<file path="config.mk">
export PLATFORM = sky130hd
export DESIGN_NAME = usb_presence_detector_unit
export DESIGN_NICKNAME = d
export VERILOG_FILES = /design/src/hw/rtl/upd_pkg.sv /design/src/hw/rtl/upd_core.sv /design/src/hw/rtl/usb_presence_detector_unit.sv
export SDC_FILE = /design/constraint.sdc
export NUM_CORES = 1
export LEC_CHECK = 0
export BUFFER_PORTS_ARGS = -buffer_cell sky130_fd_sc_hd__buf_2
export CORE_MARGIN = 2
export CORE_UTILIZATION = 43
export CTS_BUF_LIST = sky130_fd_sc_hd__clkbuf_2
export DETAILED_ROUTE_END_ITERATION = 7
export GPL_ROUTABILITY_DRIVEN = 0
export PLACE_DENSITY_LB_ADDON = 0.3
export SETUP_SLACK_MARGIN = 0.5
export SYNTH_ARGS = -nofsm -noshare
export SYNTH_HDL_FRONTEND = slang
export SYNTH_SLANG_ARGS = --single-unit
export TNS_END_PERCENT = 20
</file>
<file path="constraint.sdc">
create_clock -name i_clk -period 17.7 [get_ports i_clk]
set_input_delay 2.655 -clock i_clk [delete_from_list [all_inputs] [get_ports i_clk]]
set_output_delay 2.655 -clock i_clk [all_outputs]
set_load 0.01 [all_outputs]
</file>
<file path="src/hw/rtl/upd_pkg.sv">
// ----------------------------------------------------------------------------
// USB presence detector package
// Shared types, register indexes and reset values of the presence detector.
// ----------------------------------------------------------------------------
package upd_pkg;

    localparam int TICK_W    = 32;
    localparam int TIMER_W   = 16;
    localparam int CODE_W    = 2;
    localparam int CFG_IDX_W = 3;
    localparam int CFG_DAT_W = 16;
    localparam int S_DATA_W  = 40;
    localparam int M_DATA_W  = 8;

    localparam logic [CFG_IDX_W-1:0] CFG_ANSWER_TIMEOUT = 3'd0;
    localparam logic [CFG_IDX_W-1:0] CFG_QUIET_TIMEOUT  = 3'd1;
    localparam logic [CFG_IDX_W-1:0] CFG_BURN_DURATION  = 3'd2;
    localparam logic [CFG_IDX_W-1:0] CFG_PROBE_INTERVAL = 3'd3;
    localparam logic [CFG_IDX_W-1:0] CFG_BASE_CODE      = 3'd4;
    localparam logic [CFG_IDX_W-1:0] CFG_USB_CODE       = 3'd5;

    localparam logic [TIMER_W-1:0] RST_ANSWER_TIMEOUT = 16'd200;
    localparam logic [TIMER_W-1:0] RST_QUIET_TIMEOUT  = 16'd50;
    localparam logic [TIMER_W-1:0] RST_BURN_DURATION  = 16'd30000;
    localparam logic [TIMER_W-1:0] RST_PROBE_INTERVAL = 16'd25;
    localparam logic [CODE_W-1:0]  RST_BASE_CODE      = 2'd1;
    localparam logic [CODE_W-1:0]  RST_USB_CODE       = 2'd2;

    localparam logic [CODE_W-1:0] LINES_BOTH_DOWN = 2'b11;

    typedef struct packed {
        logic [TIMER_W-1:0] answer_timeout;
        logic [TIMER_W-1:0] quiet_timeout;
        logic [TIMER_W-1:0] burn_duration;
        logic [TIMER_W-1:0] probe_interval;
        logic [CODE_W-1:0]  base_code;
        logic [CODE_W-1:0]  usb_code;
    } t_cfg;

    typedef struct packed {
        logic [TICK_W-1:0] now_ticks;
        logic              stack_running;
        logic              host_enumerated;
        logic              session_alive;
        logic [CODE_W-1:0] charge_source;
        logic [CODE_W-1:0] line_sample;
    } t_poll;

    typedef struct packed {
        logic plugged;
        logic connected_now;
        logic sample_taken;
    } t_result;

endpackage

</file>
<file path="src/hw/rtl/upd_core.sv">
// ----------------------------------------------------------------------------
// USB presence detector decision core
// Holds the detector state and computes one poll's decision and next state.
// ----------------------------------------------------------------------------
module upd_core (
    input  logic            i_clk,
    input  logic            i_rst_n,
    input  logic            i_take,
    input  upd_pkg::t_poll  i_poll,
    input  upd_pkg::t_cfg   i_cfg,
    output upd_pkg::t_result o_result
);
    import upd_pkg::*;

    logic              r_stack_seen, r_enum_seen, r_quiet_armed, r_burn_active;
    logic              r_last_decision, r_debounced;
    logic [TICK_W-1:0] r_start_time, r_quiet_start, r_burn_end, r_lines_time;
    logic [CODE_W-1:0] r_burn_source, r_lines_latched;

    logic              n_stack_seen, n_enum_seen, n_quiet_armed, n_burn_active;
    logic              n_last_decision, n_debounced;
    logic [TICK_W-1:0] n_start_time, n_quiet_start, n_burn_end, n_lines_time;
    logic [CODE_W-1:0] n_burn_source, n_lines_latched;

    logic              dec, sampled, blocked;
    logic              enum_eff, quiet_eff;
    logic [TICK_W-1:0] start_eff, lines_time_eff, burn_diff;
    logic [CODE_W-1:0] lines_eff;
    logic [TICK_W-1:0] answer_ext, quiet_ext, burn_ext, probe_ext;

    assign answer_ext = {{(TICK_W-TIMER_W){1'b0}}, i_cfg.answer_timeout};
    assign quiet_ext  = {{(TICK_W-TIMER_W){1'b0}}, i_cfg.quiet_timeout};
    assign burn_ext   = {{(TICK_W-TIMER_W){1'b0}}, i_cfg.burn_duration};
    assign probe_ext  = {{(TICK_W-TIMER_W){1'b0}}, i_cfg.probe_interval};

    always_comb begin
        n_stack_seen    = r_stack_seen;
        n_enum_seen     = r_enum_seen;
        n_quiet_armed   = r_quiet_armed;
        n_burn_active   = r_burn_active;
        n_start_time    = r_start_time;
        n_quiet_start   = r_quiet_start;
        n_burn_end      = r_burn_end;
        n_lines_time    = r_lines_time;
        n_burn_source   = r_burn_source;
        n_lines_latched = r_lines_latched;
        dec             = 1'b0;
        sampled         = 1'b0;
        blocked         = 1'b0;

        start_eff      = r_stack_seen ? r_start_time : i_poll.now_ticks;
        enum_eff       = (r_stack_seen & r_enum_seen) | i_poll.host_enumerated;
        quiet_eff      = r_stack_seen & r_quiet_armed;
        lines_time_eff = r_stack_seen ? (i_poll.now_ticks - probe_ext) : r_lines_time;
        lines_eff      = r_stack_seen ? '0 : r_lines_latched;
        burn_diff      = i_poll.now_ticks - r_burn_end;

        if (i_poll.stack_running) begin
            n_stack_seen  = 1'b1;
            n_start_time  = start_eff;
            n_enum_seen   = enum_eff;
            n_quiet_armed = quiet_eff;
            if (!enum_eff) begin
                if ((i_poll.now_ticks - start_eff) < answer_ext) begin
                    dec = 1'b1;
                end else begin
                    n_burn_end    = i_poll.now_ticks + burn_ext;
                    n_burn_active = 1'b1;
                    n_burn_source = i_poll.charge_source;
                end
            end else if (i_poll.session_alive) begin
                n_quiet_armed = 1'b0;
                dec           = 1'b1;
            end else if (!quiet_eff) begin
                n_quiet_armed = 1'b1;
                n_quiet_start = i_poll.now_ticks;
                dec           = 1'b1;
            end else begin
                dec = (i_poll.now_ticks - r_quiet_start) < quiet_ext;
            end
        end else begin
            n_stack_seen    = 1'b0;
            n_quiet_armed   = 1'b0;
            n_lines_time    = lines_time_eff;
            n_lines_latched = lines_eff;
            if (i_poll.charge_source != i_cfg.base_code) begin
                if (r_burn_active) begin
                    if (i_poll.charge_source != r_burn_source || !burn_diff[TICK_W-1]) begin
                        n_burn_active = 1'b0;
                    end else begin
                        blocked = 1'b1;
                    end
                end
                if (blocked) begin
                    dec = 1'b0;
                end else if (i_poll.charge_source == i_cfg.usb_code) begin
                    dec = 1'b1;
                end else begin
                    if ((i_poll.now_ticks - lines_time_eff) >= probe_ext) begin
                        n_lines_latched = i_poll.line_sample;
                        n_lines_time    = i_poll.now_ticks;
                        sampled         = 1'b1;
                    end
                    dec = (n_lines_latched == LINES_BOTH_DOWN);
                end
            end
        end

        if (dec == r_last_decision) begin
            n_debounced     = dec;
            n_last_decision = r_last_decision;
        end else begin
            n_debounced     = r_debounced;
            n_last_decision = dec;
        end
    end

    assign o_result.plugged       = n_debounced;
    assign o_result.connected_now = dec;
    assign o_result.sample_taken  = sampled;

    always_ff @(posedge i_clk) begin
        if (!i_rst_n) begin
            r_stack_seen    <= 1'b0;
            r_enum_seen     <= 1'b0;
            r_quiet_armed   <= 1'b0;
            r_burn_active   <= 1'b0;
            r_last_decision <= 1'b0;
            r_debounced     <= 1'b0;
            r_start_time    <= '0;
            r_quiet_start   <= '0;
            r_burn_end      <= '0;
            r_lines_time    <= '0;
            r_burn_source   <= '0;
            r_lines_latched <= '0;
        end else if (i_take) begin
            r_stack_seen    <= n_stack_seen;
            r_enum_seen     <= n_enum_seen;
            r_quiet_armed   <= n_quiet_armed;
            r_burn_active   <= n_burn_active;
            r_last_decision <= n_last_decision;
            r_debounced     <= n_debounced;
            r_start_time    <= n_start_time;
            r_quiet_start   <= n_quiet_start;
            r_burn_end      <= n_burn_end;
            r_lines_time    <= n_lines_time;
            r_burn_source   <= n_burn_source;
            r_lines_latched <= n_lines_latched;
        end
    end

endmodule

</file>
<file path="src/hw/rtl/usb_presence_detector_unit.sv">
// ----------------------------------------------------------------------------
// USB presence detector
// Streaming top level: configuration registers, poll request and result
// register around the decision core.
// ----------------------------------------------------------------------------
// One poll request is taken per clock cycle and its result appears in the
// output register on the next cycle; a request is taken while a result waits
// as long as the downstream side takes that result in the same cycle. The
// figure is set by the state update in the decision core, which
// works on the request as it is accepted.
module usb_presence_detector_unit (
    input  logic                            i_clk,
    input  logic                            i_rst_n,
    input  logic                            i_cfg_we,
    input  logic [upd_pkg::CFG_IDX_W-1:0]   i_cfg_idx,
    input  logic [upd_pkg::CFG_DAT_W-1:0]   i_cfg_wdata,
    input  logic                            s_axis_tvalid,
    output logic                            s_axis_tready,
    // now_ticks[31:0], stack_running[32], host_enumerated[33],
    // session_alive[34], charge_source[36:35], line_sample[38:37], zero[39]
    input  logic [upd_pkg::S_DATA_W-1:0]    s_axis_tdata,
    output logic                            m_axis_tvalid,
    input  logic                            m_axis_tready,
    // plugged[0], connected_now[1], sample_taken[2], zero[7:3]
    output logic [upd_pkg::M_DATA_W-1:0]    m_axis_tdata
);
    import upd_pkg::*;

    t_cfg    r_cfg;
    t_poll   poll;
    t_result result;
    t_result r_result;
    logic    r_out_valid;
    logic    take;

    assign s_axis_tready = !r_out_valid || m_axis_tready;
    assign take          = s_axis_tvalid && s_axis_tready;

    assign poll.now_ticks       = s_axis_tdata[31:0];
    assign poll.stack_running   = s_axis_tdata[32];
    assign poll.host_enumerated = s_axis_tdata[33];
    assign poll.session_alive   = s_axis_tdata[34];
    assign poll.charge_source   = s_axis_tdata[36:35];
    assign poll.line_sample     = s_axis_tdata[38:37];

    always_ff @(posedge i_clk) begin
        if (!i_rst_n) begin
            r_cfg.answer_timeout <= RST_ANSWER_TIMEOUT;
            r_cfg.quiet_timeout  <= RST_QUIET_TIMEOUT;
            r_cfg.burn_duration  <= RST_BURN_DURATION;
            r_cfg.probe_interval <= RST_PROBE_INTERVAL;
            r_cfg.base_code      <= RST_BASE_CODE;
            r_cfg.usb_code       <= RST_USB_CODE;
        end else if (i_cfg_we) begin
            case (i_cfg_idx)
                CFG_ANSWER_TIMEOUT: r_cfg.answer_timeout <= i_cfg_wdata;
                CFG_QUIET_TIMEOUT:  r_cfg.quiet_timeout  <= i_cfg_wdata;
                CFG_BURN_DURATION:  r_cfg.burn_duration  <= i_cfg_wdata;
                CFG_PROBE_INTERVAL: r_cfg.probe_interval <= i_cfg_wdata;
                CFG_BASE_CODE:      r_cfg.base_code      <= i_cfg_wdata[CODE_W-1:0];
                CFG_USB_CODE:       r_cfg.usb_code       <= i_cfg_wdata[CODE_W-1:0];
                default: begin
                end
            endcase
        end
    end

    upd_core u_core (
        .i_clk    (i_clk),
        .i_rst_n  (i_rst_n),
        .i_take   (take),
        .i_poll   (poll),
        .i_cfg    (r_cfg),
        .o_result (result)
    );

    always_ff @(posedge i_clk) begin
        if (!i_rst_n) begin
            r_out_valid <= 1'b0;
        end else if (take) begin
            r_out_valid <= 1'b1;
        end else if (m_axis_tready) begin
            r_out_valid <= 1'b0;
        end
    end

    always_ff @(posedge i_clk) begin
        if (take) begin
            r_result <= result;
        end
    end

    assign m_axis_tvalid = r_out_valid;
    assign m_axis_tdata  = {{(M_DATA_W-3){1'b0}}, r_result.sample_taken,
                            r_result.connected_now, r_result.plugged};

endmodule
</file>
Word-level counts from Yosys, hierarchy flattened
Index checks and enable logic that the tools add are counted.
{"block": "classes", "n_lt_le_gt_ge": 3, "addsub": 6, "eq_ne": 12, "bitwise_logic": 10, "reduce_logical": 21, "mux": 38}
{"op": "two-way mux 32 bit", "count": 6}
{"op": "subtractor 32 bit", "count": 4}
{"op": "less-than comparator 32 x 16 -> 1 bit", "count": 2}
{"op": "adder 32 x 16 -> 32 bit", "count": 1}
{"op": "greater-or-equal comparator 32 x 16 -> 1 bit", "count": 1}
{"op": "subtractor 32 x 16 -> 32 bit", "count": 1}
{"op": "two-way mux 1 bit", "count": 23}
{"op": "two-way mux 2 bit", "count": 9}
{"op": "AND reduction 2 bit", "count": 9}
{"op": "AND reduction 4 bit", "count": 2}
{"op": "inverter 1 bit", "count": 7}
{"op": "== test 3 x 2 -> 1 bit, second input constant", "count": 2}
{"op": "== test 3 bit, second input constant", "count": 2}
{"op": "AND reduction 5 bit", "count": 1}
{"op": "inequality test 2 bit", "count": 2}
{"op": "inequality test 2 bit, second input constant", "count": 2}
{"op": "nonzero test 2 bit", "count": 2}
{"op": "OR reduction 4 bit", "count": 1}
{"op": "== test 3 x 1 -> 1 bit, second input constant", "count": 1}
{"op": "logical NOT 3 bit", "count": 1}
{"op": "AND 1 bit", "count": 2}
{"op": "== test 2 bit", "count": 1}
{"op": "== test 2 bit, second input constant", "count": 1}
{"op": "logical NOT 1 bit", "count": 2}
{"op": "other kinds (4)", "count": 5}
{"block": "word_totals", "regBits": 210, "output_inout_bits": 10, "wordCells": 112, "inputBits": 64}

Longest topological paths before layout
Gate-level depths: netlist (run 1).
{"block": "logic_depth", "ltp_word": 18, "mapped_depth": 35, "mapped_depth_nobuf": 33}

Hierarchy
From an unflattened synthesis (run 1), not the netlist that was laid out.
{"block": "hier_totals", "cells_unflattened": 2455, "area_unflattened_um2": 18774.3}
{"mod": "upd_core", "cells_per_inst": 2180, "seq_area_each_um2": 2762.6, "n_inst": 1, "area_each_um2": 15934.0}
{"mod": "usb_presence_detector_unit", "cells_per_inst": 275, "seq_area_each_um2": 1471.4, "n_inst": 1, "area_each_um2": 2840.2}

Worst setup path before layout (run 1)
No wires, ideal clock.
{"block": "synth_path", "path_type": "input-to-reg", "start": "in s_axis_tdata[0] in the netlist's numbering", "end": "reg r_result (netlist bit m_axis_tdata[0]), data pin", "path_slack_ps": 8920, "setup_ps": 265, "arrival_ps": 8514, "n_path_buf": 0, "t_required_ps": 17435, "path_stages": 33, "path_cell_list": "inv_1 > ha_1 > inv_1 > fa_1 > a21o_1 > a21oi_1 > xnor2_1 > mux2i_1 > ha_1 > o21a_1 > o31a_1 > o211ai_1 > a21oi_1 > a2111oi_0 > a2111oi_0 > a21boi_1 > nor2_1 > a21o_1 > a21oi_1 > xnor2_1 > ha_1 > a21oi_1 > nor2b_1 > a2111oi_0 > o2111ai_1 > nor4b_1 > o2111ai_1 > nor3_1 > and4_1 > nand4_1 > mux2_2 > o21ai_1 > maj3_1"}
{"block": "synth_between", "elab_chain_len": 16, "elab_cells_between_ends": 32, "classes_between": "add/sub (5); order compare (3); eq/ne (2); mux (20); reduce/logical (2)"}
{"item": "from (decl)", "line": "usb_presence_detector_unit.sv:21", "text": "input logic [upd_pkg::S_DATA_W-1:0] s_axis_tdata,"}
{"item": "subtractor 32 x 16 -> 32 bit", "line": "upd_core.sv:54", "text": "lines_time_eff = r_stack_seen ? (i_poll.now_ticks - probe_ext) : r_lines_time;"}
{"item": "two-way mux 32 bit", "line": "upd_core.sv:54"}
{"item": "subtractor 32 bit", "line": "upd_core.sv:99", "text": "if ((i_poll.now_ticks - lines_time_eff) >= probe_ext) begin"}
{"item": "greater-or-equal comparator 32 x 16 -> 1 bit", "line": "upd_core.sv:99"}
{"item": "two-way mux 2 bit", "line": "upd_core.sv:99"}
{"item": "two-way mux 2 bit", "line": "upd_core.sv:96", "text": "end else if (i_poll.charge_source == i_cfg.usb_code) begin"}
{"item": "two-way mux 2 bit", "line": "upd_core.sv:94", "text": "if (blocked) begin"}
{"item": "two-way mux 2 bit", "line": "upd_core.sv:86", "text": "if (i_poll.charge_source != i_cfg.base_code) begin"}
{"item": "[... 2 more ...]"}
{"item": "two-way mux 1 bit", "line": "upd_core.sv:96"}
{"item": "two-way mux 1 bit", "line": "upd_core.sv:94"}
{"item": "two-way mux 1 bit", "line": "upd_core.sv:86"}
{"item": "two-way mux 1 bit (*)", "line": "upd_core.sv:58", "text": "if (i_poll.stack_running) begin"}
{"item": "via u_core.dec", "line": "upd_core.sv:25", "text": "logic dec, sampled, blocked;"}
{"item": "== test 1 bit", "line": "upd_core.sv:109", "text": "if (dec == r_last_decision) begin"}
{"item": "two-way mux 1 bit (*)", "line": "upd_core.sv:109"}
{"item": "via u_core.n_debounced", "line": "upd_core.sv:21", "text": "logic n_last_decision, n_debounced;"}
{"item": "to (signal assigned)", "line": "usb_presence_detector_unit.sv:89", "text": "r_result <= result;"}
{"item": "to (decl)", "line": "usb_presence_detector_unit.sv:32", "text": "t_result r_result;"}
Mark *: on every way through the listed nets, which the timed path passes. The rest lies on a longest branch. The select of a mux whose other input is x is not followed.
A chain may end at the register's enable or synchronous reset.

Worst setup path after layout (run 1)
{"block": "layout_path", "start": "in s_axis_tdata[0] in the netlist's numbering", "end": "reg u_core.r_lines_time[18]"}
{"block": "layout_between", "elab_chain_len": 9, "elab_cells_between_ends": 15, "classes_between": "add/sub (3); order compare (1); mux (9); reduce/logical (2)"}
{"item": "parallel branches: the longest is 8 deep, another holds subtractor 32 x 16 -> 32 bit"}
{"item": "two-way mux 32 bit (*)", "line": "upd_core.sv:86"}
{"item": "to (signal assigned)", "line": "upd_core.sv:146", "text": "r_lines_time <= n_lines_time;"}
{"item": "to (decl)", "line": "upd_core.sv:17", "text": "logic [TICK_W-1:0] r_start_time, r_quiet_start, r_burn_end, r_lines_time;"}
Every way passes the cells marked *. The select of a mux whose other input is x is not followed.

==> results of run 1 <==
metrics by stage:
stage / util [%] / hold WS [ns] / instances / total power [W] / setup slack (ns)
6_report: 46.1 / 0.461 / 3069 / 0.00140 / 7.33
3_5_place_dp: 44.8 / 0.447 / 2955 / 0.00102 / 6.72
4_1_cts: 46.1 / 0.460 / 3066 / 0.00141 / 7.82
2_1_floorplan: - / 0.434 / 2452 / 0.000897 / 8.92
5_1_grt: 46.1 / 0.480 / 3068 / 0.00150 / 6.91
3_3_place_gp: 44.8 / 0.441 / 2955 / 0.00101 / 6.97
path summary, 6_finish.rpt:
path                                           endpoint  slack, ns
worst max-delay path            u_core.r_lines_time[18]       7.33
worst min-delay path                          r_cfg[57]       0.46
worst max register to register  u_core.r_lines_time[18]       9.02
worst min register to register                r_cfg[57]       0.46
power by group:
| group | leakage [nW] | internal, W | switching [W] |
|---|---|---|---|
| registers | 1.72 | 0.000494 | 0.0000123 |
| logic | 5.50 | 0.000206 | 0.000311 |
| clock network | 0.430 | 0.000148 | 0.000233 |
worst reg2reg max path, delay by kind of cell, from the launching register on:
kind                     cells  cell delay, ns
multiplexers                 1            0.14
flip-flops                   1            0.38
XOR/XNOR                     2            0.31
adder cells (fa/ha/maj)      4            1.29
AND/OR/NAND/NOR              9            2.35
buffers and inverters        1            0.05
AO/OA/AOI/OAI               15            4.09
layer usage:
metal	track usage (%)	vias up	wire, µm	part of all wire, %
met5	0	-	13	0.023
met4	10.2	2	2020	3.6
li1	-	8844	-	-
met1	33.0	8372	25400	46
met2	39.1	650	24100	43
met3	4.49	133	4120	7.4
kinds of logic after synthesis:
| family | Yosys count |
|---|---|
| AND/OR/NAND/NOR | 795 |
| AO/OA/AOI/OAI | 725 |
| buffers and inverters | 311 |
| flip-flops | 210 |
| adder cells (fa/ha/maj) | 199 |
| XOR/XNOR | 113 |
| multiplexers | 94 |
| other | 1 |
synth_stat cells (7+ instances only):
master / instances
a2111oi_0: 9
a211oi_1: 59
a21boi_0: 17
a21o_1: 51
a21oi_1: 215
a21oi_2: 11
a221oi_1: 9
a31oi_1: 22
and2_1: 16
and3_1: 17
and4_1: 9
buf_1: 13
buf_4: 7
clkbuf_1: 93
dfxtp_1: 207
ha_1: 190
inv_1: 189
mux2_2: 10
mux2_4: 15
mux2i_1: 68
nand2_1: 297
nand2b_1: 20
nand3_1: 72
nand3b_1: 9
nand4_1: 30
nor2_1: 201
nor2b_1: 23
nor3_1: 31
nor4_1: 14
o211ai_1: 36
o21a_1: 29
o21ai_0: 125
o21ai_1: 15
o21bai_1: 16
o22ai_1: 7
o311a_1: 7
o31ai_1: 12
or2_2: 10
or3_1: 16
xnor2_1: 80
xor2_1: 33
layout make-up:
type                            instances  share of cell area [%]
Clock inverter                         26                   0.710
Sequential cell                       210                    21.5
Multi-Input combinational cell       1931                    66.4
Inverter                              190                    3.63
Clock buffer                           85                    2.16
Antenna cell                            3                  0.0380
Timing Repair Buffer                   78                    2.12
Tap cell                              546                    3.46
state kept, by name, indices dropped and copies added, names as in the netlist, 2 cells and up:
register and flops:
u_core.r_lines_latched 2, u_core.r_lines_time 32, m_axis_tdata 3, u_core.r_quiet_start 32, u_core.r_burn_source 2, u_core.r_start_time 32, r_cfg 68, u_core.r_burn_end 32
==> reports/results.tsv, run 1 <==
stage	metric	value	unit
clock_network	CTS resizes	0	
clock_network	CTS tree	done	
synth	post-synthesis adder-cell area fraction	13.6	%
timing	Slew @ Worst Pin	1.33	ns
synth	XOR/XNOR Fraction of Synth Area	5.34	%
outcome	status	finished with violations	
clock_network	H-tree levels	2	
worst_setup_path	Crit path top cell by count	a2111oi_0	
route	vias per inst	5.87	
synth	largest family of logic cells by synthesized area	compound AO/OA/AOI/OAI gates	
synth	average cell area after synthesis	7.57	µm²
timing	total negative slack	0	ns
run	max cap viols	0	
worst_setup_path	CP Launch Point	s_axis_tdata[0]	
final_layout	most frequent cells in the layout	nand2_1, a21oi_1, dfxtp_1	
outcome	violated checks	design-rule violations	
synth	mux share of post-synthesis cell area	5.57	%
worst_setup_path	CP Capture Type	register	
clock_network	Hold Buf Count CTS	0	
timing	RSZ-0062 raised after global routing	false	
worst_setup_path	crit path max fanout	36	
route	via count	18000	
die	Starting Density	43.3	%
placement	Port Buffer Count	67	
synth	Syn. warnings	0	
synth	Mapped Cells	2448	
die	Core Box Area	42800	µm²
synth	Yosys reg bits	210	
synth	post-synthesis sequential area ratio	22.9	%
route	Routed WL per cell	18.1	µm
synth	top post-synthesis cells by area	dfxtp_1, ha_1, nand2_1, a21oi_1, nor2_1	
worst_hold_path	HP Start	r_cfg[57]	
worst_setup_path	CP Buf/Inv Count	3	
synth	Post-synth EDFFs	3	
timing	setup violators final	0	
timing	Setup Skew	0.0705	ns
die	I/O Pins	74	
timing	Max Slew Vio Count	0	
timing	f_max	96.4	MHz
final_layout	Filler cells	4292	
pwr	PwrDens	71.1	nW/µm²
timing	fin crit period	10.37	ns
final_layout	layout cells sized above 1	10.1	%
route	DRT Wirelength	55700	µm
die	# rows	76	
clock_network	Setup Fix Bufs, Post-CTS	0	
final_layout	Area Overhead vs Synth	6.55	%
worst_setup_path	Crit path required time	18.63	ns
clock_network	clock sinks	210	
final_layout	flip-flop and latch area	4240	µm²
timing	max-slew headroom at the worst pin	8.96	%
final_layout	Finished Cell Area	19700	µm²
global_routing	largest net degree at the start of global routing	68	
clock_network	Clock transition at path regs	0.10	ns
clock_network	Longest Clk Path Bufs	3	
pwr	Pleak	7.64	nW
global_routing	GRT overflow	0	
final_layout	multi-input logic area	13100	µm²
synth	complex-gate fraction of the synthesized area	25.9	%
synth	Simple-Gate Fraction of Synth Area	20.2	%
die	die height	212	µm
worst_setup_path	CP Launch Type	primary input	
synth	Distinct cells, synth	102	
route	DRC viols	1	
route	drt first-iter violations	1406	
clock_network	CTS Root Cell	clkbuf_2	
global_routing	global-route wire length before repair	88600	µm
global_routing	vias in the first global route	16900	
global_routing	number of antenna violations at the first check in global routing	3	
synth	Post-Syn Area	18500	µm²
worst_setup_path	Crit Path Category	primary input to register	
final_layout	nets@finish	2730	
worst_setup_path	Crit-path slowest cell	a2111oi_0	
synth	Synth Flop Type	dfxtp_1	
global_routing	gr usage total	24.7	%
timing	period utilisation layout	58.6	%
timing	Hold Fails Final Rpt	0	
die	die width	212	µm
synth	Synth area leader	dfxtp_1	
worst_hold_path	Hold Path Class	register to register	
route	First-pass DRT Iterations	8	
final_layout	most common cell after layout, fill and taps aside	nand2_1	
pwr	VDD IR max	45.2	µV
route	ANT nets after route	0	
synth	asr flop ratio synth	0	%
clock_network	CTS Buf Count	60	
placement	Cell Area, Placed	19200	µm²
clock_network	clk_lat worst skew	1.03	ns
worst_setup_path	WP depth	34	
worst_setup_path	critical path data arrival time	11.31	ns
worst_setup_path	FF-to-FF Start	r_cfg[4]	
worst_hold_path	WHS Path Cells	2	
placement	DP HPWL	41100	µm
worst_setup_path	R2R depth	32	
worst_setup_path	CP delay by family, top	compound AO/OA/AOI/OAI gates	
die	die area	44800	µm²
synth	top cell type's share of synthesized area	22.4	%
worst_setup_path	Crit path largest cell delay	0.94	ns
Note: power is estimated with default switching activity, not from simulation.
==> run 2: changes to the inputs <==
==> constraint.sdc (replaced) <==
create_clock -name i_clk -period 10.7 [get_ports i_clk]
set_input_delay 1.605 -clock i_clk [delete_from_list [all_inputs] [get_ports i_clk]]
set_output_delay 1.605 -clock i_clk [all_outputs]
set_load 0.01 [all_outputs]
==> run 2 against run 1 <==
The flow now finishes without violations. First-iteration DRC count is 3.6% lower. Flip-flop and latch count stayed put. Clock skew is 0.024 ns higher. Largest power group unchanged. Critical path depth stayed put. Clock power is 60% higher. Hold slack worse by 0.00066 ns. Non-clock buffer count stayed put. Core utilization is 0.070 points lower. Highest routed layer unchanged. Cell area is 0.15% lower. Largest cell class unchanged.
==> reports/results.tsv, run 2 (synthesized netlist as in run 1, its figures left out) <==
stage	metric	value	unit
die	I/O Pins	74	
worst_setup_path	CP Buf/Inv Count	3	
worst_setup_path	Crit Path Category	primary input to register	
placement	Port Buffer Count	67	
worst_setup_path	CP delay by family, top	compound AO/OA/AOI/OAI gates	
clock_network	H-tree levels	2	
final_layout	layout cells sized above 1	9.92	%
clock_network	Hold Buf Count CTS	0	
timing	period utilisation layout	82.7	%
clock_network	Setup Fix Bufs, Post-CTS	0	
clock_network	Longest Clk Path Bufs	3	
route	DRC viols	0	
timing	Setup Skew	0.0941	ns
clock_network	CTS tree	done	
clock_network	CTS Root Cell	clkbuf_2	
route	First-pass DRT Iterations	6	
die	die height	212	µm
timing	Hold Fails Final Rpt	0	
worst_setup_path	Crit path required time	11.56	ns
die	Core Box Area	42800	µm²
worst_setup_path	crit path max fanout	36	
worst_setup_path	CP Capture Type	register	
worst_setup_path	Crit-path slowest cell	a2111oi_0	
timing	f_max	113	MHz
die	# rows	76	
final_layout	Area Overhead vs Synth	6.38	%
global_routing	vias in the first global route	16900	
pwr	PwrDens	117	nW/µm²
timing	fin crit period	8.85	ns
final_layout	multi-input logic area	13100	µm²
route	via count	18000	
timing	WHS	0.460	ns
clock_network	clk_lat worst skew	1.08	ns
final_layout	most frequent cells in the layout	nand2_1, a21oi_1, dfxtp_1	
clock_network	CTS resizes	0	
global_routing	GRT overflow	0	
route	drt first-iter violations	1356	
global_routing	largest net degree at the start of global routing	95	
timing	RSZ-0062 raised after global routing	false	
clock_network	Clock transition at path regs	0.10	ns
worst_hold_path	Hold Path Class	register to register	
worst_setup_path	Crit path largest cell delay	0.92	ns
final_layout	Filler cells	4370	
global_routing	gr usage total	24.8	%
run	max cap viols	0	
route	Routed WL per cell	18.2	µm
worst_setup_path	critical path data arrival time	9.71	ns
pwr	Pleak	7.62	nW
global_routing	number of antenna violations at the first check in global routing	5	
placement	DP HPWL	41100	µm
outcome	status	finished, final reports clean	
route	DRT Wirelength	55700	µm
timing	total negative slack	0	ns
route	ANT nets after route	0	
pwr	VDD IR max	67.4	µV
final_layout	flip-flop and latch area	4240	µm²
final_layout	nets@finish	2729	
final_layout	Reg with most FFs	r_cfg	
worst_setup_path	Crit path top cell by count	a2111oi_0	
worst_setup_path	CP Launch Type	primary input	
final_layout	most common cell after layout, fill and taps aside	nand2_1	
final_layout	Largest register FFs	68	
global_routing	global-route wire length before repair	89100	µm
timing	Slew @ Worst Pin	1.37	ns
timing	Max Slew Vio Count	0	
die	die area	44800	µm²
die	die width	212	µm
route	vias per inst	5.88	
clock_network	CTS Buf Count	59	
timing	setup violators final	0	
timing	max-slew headroom at the worst pin	6.44	%
die	Starting Density	43.3	%
clock_network	clock sinks	210	
-- run 2: changes by cell type in the layout (fill, tap and decap cells not counted) --
cell / before / now
bufinv_16: 1 / 0
diode_2: 3 / 4
clkbuf_2: 85 / 83
clkinvlp_4: 0 / 1
clkinv_2: 9 / 6
clkinv_1: 15 / 19
-- run 2: worst register-to-register path: cells and delay by family, from the launching register on --
kind	cells	cell delay, ns
AO/OA/AOI/OAI	16	4.25
adder cells (fa/ha/maj)	4	1.30
AND/OR/NAND/NOR	8	1.69
buffers and inverters	1	0.06
multiplexers	1	0.12
XOR/XNOR	2	0.28
flip-flops	1	0.39
-- run 2: path summary, 6_finish.rpt --
check	start	end	slack, ns	cells after the start
setup / recovery	s_axis_tdata[0]	u_core.r_lines_time[16]	1.85	34
hold / removal	r_cfg[57]	r_cfg[57]	0.46	2
setup reg to reg	r_cfg[4]	u_core.r_lines_time[16]	2.42	32
hold reg to reg	r_cfg[57]	r_cfg[57]	0.46	2
-- run 2: power breakdown --
group	switching [W]	total (W)	internal, W
combinational	0.000511	0.000852	0.000341
sequential	0.0000216	0.000838	0.000817
clock	0.000395	0.000610	0.000215
-- run 2: area by class of cell --
class	count	area share [%]
clock buffer	83	2.11
sequential	210	21.5
clock inverter	27	0.597
multi-input combinational	1931	66.5
tap	546	3.47
antenna	4	0.0508
inverter	190	3.63
timing repair buffer	78	2.12
-- run 2: per-stage QoR --
stage / worst slack [ns] / instance area (µm²) / instances / total power [W] / utilization (%)
finish: 1.85 / 19700 / 3069 / 0.00230 / 46.0
global route: 1.29 / 19700 / 3067 / 0.00246 / 46.0
floorplan: 2.97 / 18500 / 2452 / 0.00148 / -
global placement: 1.20 / 19200 / 2955 / 0.00167 / 44.8
detailed placement: 1.09 / 19200 / 2955 / 0.00169 / 44.8
CTS: 2.16 / 19700 / 3065 / 0.00231 / 46.0
-- run 2: routing by layer --
metal / track usage, % / share of wire (%) / vias up
met5: 0 / 0.023 / -
met4: 10.7 / 3.8 / 2
met3: 5.19 / 7.6 / 156
met2: 38.9 / 43 / 646
met1: 32.9 / 45 / 8386
li1: - / - / 8849
